**config.mk**
```make
export PLATFORM = sky130hd
export DESIGN_NAME = qph_mod_reduce
export DESIGN_NICKNAME = d
export VERILOG_FILES = /design/src/rtl/qph_pkg.sv /design/src/rtl/qph_mod_reduce.sv
export SDC_FILE = /design/constraint.sdc
export NUM_CORES = 1
export LEC_CHECK = 0
export BUFFER_PORTS_ARGS = -buffer_cell sky130_fd_sc_hd__buf_2
export CORE_MARGIN = 2
export CORE_UTILIZATION = 42
export CTS_CLUSTER_SIZE = 10
export DETAILED_ROUTE_END_ITERATION = 6
export HOLD_SLACK_MARGIN = 0.1
export PLACE_DENSITY = 0.79
export SYNTH_ARGS = -nofsm -noshare
export SYNTH_HDL_FRONTEND = slang
export SYNTH_SLANG_ARGS = --single-unit
```
**constraint.sdc**
```tcl
create_clock -name clock -period 2.5 [get_ports clock]
set_input_delay 0.5 -clock clock [delete_from_list [all_inputs] [get_ports clock]]
set_output_delay 0.5 -clock clock [all_outputs]
set_load 0.03 [all_outputs]
```
**src/rtl/qph_pkg.sv**
```systemverilog
// Shared types and codes for the quadratic-probe hash table unit.
package qph_pkg;

   localparam int KEY_W   = 31;
   localparam int CMD_W   = 2;
   localparam int STAT_W  = 2;
   localparam int SLOT_W  = 10;
   localparam int COUNT_W = 11;

   localparam logic [CMD_W-1:0] CMD_SEARCH = 2'd0;
   localparam logic [CMD_W-1:0] CMD_INSERT = 2'd1;
   localparam logic [CMD_W-1:0] CMD_REMOVE = 2'd2;

   localparam logic [STAT_W-1:0] ST_OK      = 2'd0;
   localparam logic [STAT_W-1:0] ST_ABSENT  = 2'd1;
   localparam logic [STAT_W-1:0] ST_PRESENT = 2'd2;
   localparam logic [STAT_W-1:0] ST_FULL    = 2'd3;

   typedef struct packed {
      logic [CMD_W-1:0] command;
      logic [KEY_W-1:0] key;
   } req_type;

   typedef struct packed {
      logic [STAT_W-1:0]  status;
      logic [SLOT_W-1:0]  slot_index;
      logic [COUNT_W-1:0] occupied_count;
   } rsp_type;

   typedef struct packed {
      logic             valid;
      logic [KEY_W-1:0] key;
   } entry_type;

endpackage

```
**src/rtl/qph_mod_reduce.sv**
```systemverilog
// Home slot: key modulo the table size by reciprocal multiplication.
module qph_mod_reduce #(
   parameter int TABLE_SIZE = 1024
) (
   input  logic                          clock,
   input  logic                          reset,
   input  logic                          load,
   input  logic [qph_pkg::KEY_W-1:0]     key,
   output logic                          done,
   output logic [$clog2(TABLE_SIZE)-1:0] home
);

   localparam int IDX_W = $clog2(TABLE_SIZE);
   localparam int SHIFT = qph_pkg::KEY_W + IDX_W;
   // ceil(2^SHIFT / TABLE_SIZE) yields the exact quotient for every 31-bit key.
   localparam longint unsigned RECIP =
      ((64'd1 << SHIFT) + 64'(TABLE_SIZE) - 64'd1) / 64'(TABLE_SIZE);
   localparam int RECIP_W = $clog2(RECIP + 64'd1);
   localparam int PROD_W  = qph_pkg::KEY_W + RECIP_W;
   localparam int QUOT_W  = PROD_W - SHIFT;
   localparam int QD_W    = QUOT_W + IDX_W + 1;

   logic [qph_pkg::KEY_W-1:0] key_ff;
   logic [PROD_W-1:0]         prod_ff;
   logic [qph_pkg::KEY_W-1:0] qd_ff;
   logic [IDX_W-1:0]          rem_ff;
   logic                      mul_ff;
   logic                      back_ff;
   logic                      sub_ff;
   logic                      done_ff;
   logic [QUOT_W-1:0]         quot;
   logic [QD_W-1:0]           qd_full;
   logic [qph_pkg::KEY_W-1:0] diff;

   // Quotient from the reciprocal product, multiply back, subtract.
   assign quot    = prod_ff[PROD_W-1:SHIFT];
   assign qd_full = QD_W'(quot) * QD_W'(TABLE_SIZE);
   assign diff    = key_ff - qd_ff;

   always_ff @(posedge clock) begin
      if (reset) begin
         mul_ff  <= 1'b0;
         back_ff <= 1'b0;
         sub_ff  <= 1'b0;
         done_ff <= 1'b0;
      end else begin
         mul_ff  <= load;
         back_ff <= mul_ff;
         sub_ff  <= back_ff;
         done_ff <= sub_ff;
      end
      if (load) begin
         key_ff <= key;
      end
      if (mul_ff) begin
         prod_ff <= PROD_W'(key_ff) * PROD_W'(RECIP);
      end
      if (back_ff) begin
         qd_ff <= qd_full[qph_pkg::KEY_W-1:0];
      end
      if (sub_ff) begin
         rem_ff <= diff[IDX_W-1:0];
      end
   end

   assign done = done_ff;
   assign home = rem_ff;

endmodule

```
==> impl_summary.md <==
Place
Input and output buffers added on the ports amount to 23. At the placement stage, the worst setup path has a slack of 1.45 ns. The routability congestion estimate from global placement is 0.641.

Flow run
Across the run, the number of max-cap violations was 0.

Critical path
The endpoint identified for the worst register-to-register timing path is home[1]. The type of the setup path with the least slack is flop to output pin. Data on the critical path arrives at its endpoint at 0.87 ns. The launch point of the worst path is home[1].

STA classifies the critical path endpoint as an output pin. The type of origin of the critical path is a flop. The number of cells on the worst reg-to-reg path is 0. The combined buffer and inverter count along the critical path is 1.

Traced cell by cell, the critical path runs through buf_2. The data required time of the critical path is 2.00 ns. The kind of cell adding the most delay to the critical path is flip-flops. The slack of the worst reg-to-reg path is 1.56 ns. The startpoint of the worst register-to-register path is sub_ff. The largest driver fanout on the critical path is 1. On the worst path, the slowest cell contributes a delay of 0.38 ns. On the critical path, the stage with the largest delay is an instance of edfxtp_1.

Power and ir drop
Summed over all cells, the static leakage comes to 0.343 nW. The power density of the placed cells is 774 nW/um^2. The worst-case IR drop observed on VDD is 0.000394 V. The reported net switching power is 0.126 mW. Cell internal power was estimated by the tool at 0.553 mW.

The completed layout was analyzed and its total power is 0.679 mW. The fraction of power spent switching nets is 0.186. Of the total power, combinational logic draws 0.035. Of the total power, registers draw 0.678. The clock network fraction of design power is 0.287.

Clock network
The number of resized instances in the post-cts repair step is 0. The clock sink count is 24. Counting along the longest clock path gives a buffer depth of 2.

The number of buffers added by the clock tree synthesis step is 3. After clock tree synthesis, the clock-pin slew on the worst setup and hold paths is 0.12 ns. The count of hold buffers inserted by post-cts repair is 0. The CTS tree is built. CTS built an H-tree with a depth of 1. Once the clock tree was built, the setup fixing pass inserted 0 buffers. The clock insertion delay at the later pin of the skew report is 0.30 ns. The tree is rooted in a clkbuf_4.

Floorplan
The die width is 45.0 um. The effective utilization at floorplan is 0.458. In this run the standard cell core region covers 1540 um^2. The area enclosed by the die boundary is 2020 um^2.

In this run the core area contains 14 standard-cell rows. The vertical die dimension is 45.0 um. For this design the top-level I/O count stands at 45.

Cells and area
The fraction of layout cells with a size suffix above 1 is 0.491. The library cells used most frequently in the layout, excluding fill and tap cells, are 23 x buf_2, 20 x edfxtp_1, 4 x nor2b_1, 4 x dfxtp_1, 3 x clkbuf_4. The leading cell type in the layout, fill and taps excluded is buf_2. The net total in the final layout is 90.

The number of antenna diodes in the final layout is 0. The area growth from synthesis to layout is 24.3%.

Route
The total vias in the final route is 307. The number of antenna-violating nets in the routed design is 0. The number of vias per cell is 4.32.

Wires add up to 871 um. The routed wirelength normalized by instance count is 12.3 um. In this run, the number of DRC markers left after iteration 0 of detailed routing was 12. The first-pass iteration count of the detailed router is 2. The number of DRC violations after detailed routing is 0.

STA
The final worst setup slack is 1.13 ns. Measured against its own limit, the worst slew margin works out to 0.716. The number of slew-limit violations in the final report was 0. The maximum clock frequency is 0.732 GHz. The final-report setup violation count is 0. Dividing the final minimum period by the clock period gives 0.546. The total count of hold-check failures in the final report is 0.

The shortest period the worst path allows is 1.37 ns. After routing, the total negative slack on setup checks comes to 0 ns. Setup repair after global routing left no endpoint under its margin.

The actual slew at the worst max-slew pin is 0.426 ns. Across the routed clock network, the largest skew measured is 0.00347 ns.

Yosys
The portion of synthesized area spent on multiplexers is 0. The post-synthesis net count is 62. The number of different library cells in the post-synthesis netlist is 3. The compound-gate portion of the synthesized area is 0.

The simple-gate portion of the synthesized area is 0.0355. During synthesis, Yosys emitted a total of 0 warnings. The combinational family with the most area after synthesis is simple AND/OR/NAND/NOR gates. The count of state elements after synthesis is 24. The share of the yosys chip area belonging to registers is 0.965. The cell count after synthesis came out at 28. Summing every instance area after synthesis gives 706 um^2. The adder and majority gate portion of the synthesized area is 0. The synthesized-area fraction occupied by xor and xnor cells is 0. The mean area per synthesized cell is 25.2 um^2.

Worst hold path
The start point of the worst min-delay path is key[8]. The worst hold path belongs to the class input pin to flop. Counting instances, the worst hold path has a depth of 1. For hold timing, the worst endpoint is key_ff[8].

Global route
Entering global routing, the biggest net connects 14 pins. The initial antenna violation count was 0. The first global-routing pass estimated 1310 um of wire. The all-layer global routing usage is 0.100. The via count of the first global-routing pass is 293.

The total overflow reported by the global router is 0.

Outcome
The flow ran to the end, and the final reports show no timing, DRC or antenna violations.
[state kept, by name (all words and copies together), names as in the netlist]
name and flops:
home 10, mul_ff 1, back_ff 1, sub_ff 1, key_ff 10, done 1
[power groups by stage]
stage	logic (mW)	registers (mW)	clock network, mW
final	0.0236	0.460	0.195
after detailed placement	0.0238	0.470	0
after CTS	0.0239	0.461	0.199
after global routing	0.0256	0.463	0.215
after floorplan	0.00147	0.474	0
after global placement	0.0229	0.468	0
[synthesized netlist by cell type (all sizes together)]
master  count  area (um^2)
nor2b       4         25.0
dfxtp       4         80.1
edfxtp     20          601
[cell families after synthesis]
kind of cell,count (synthesis)
DFF,24
and+or+nand+nor,4
[area by class of cell]
class / instances / area [um^2]
multi-input combinational: 4 / 25.0
clock buffer: 4 / 36.3
fill: 125 / 664
tap: 16 / 20.0
sequential: 24 / 681
timing repair buffer: 23 / 115
[how the worst max path moves through the flow]
stage,depth (start not counted),endpoint
final,1,home[1]
after global routing,1,home[1]
after CTS,1,home[1]
after global placement,1,key_ff[4]
after floorplan,0,home[0]
after detailed placement,1,key_ff[0]
[per-stage QoR]
| step | hold slack, ns | utilization | instances | cell area, um^2 |
|---|---|---|---|---|
| 3_5_place_dp | 0.405 | 0.545 | 67 | 841 |
| 5_1_grt | 0.344 | 0.569 | 71 | 877 |
| 2_1_floorplan | 0.400 | - | 28 | 706 |
| 4_1_cts | 0.349 | 0.569 | 71 | 877 |
| 6_report | 0.359 | 0.569 | 71 | 877 |
| 3_3_place_gp | 0.401 | 0.545 | 67 | 841 |
[per-layer routing]
metal	vias to the layer above	wire [um]	track usage
met5	-	0	0
met4	0	10	0.0882
met3	2	89	0.0240
met2	17	404	0.151
met1	129	366	0.118
li1	159	-	-
Power figures use the tool's default switching activity.
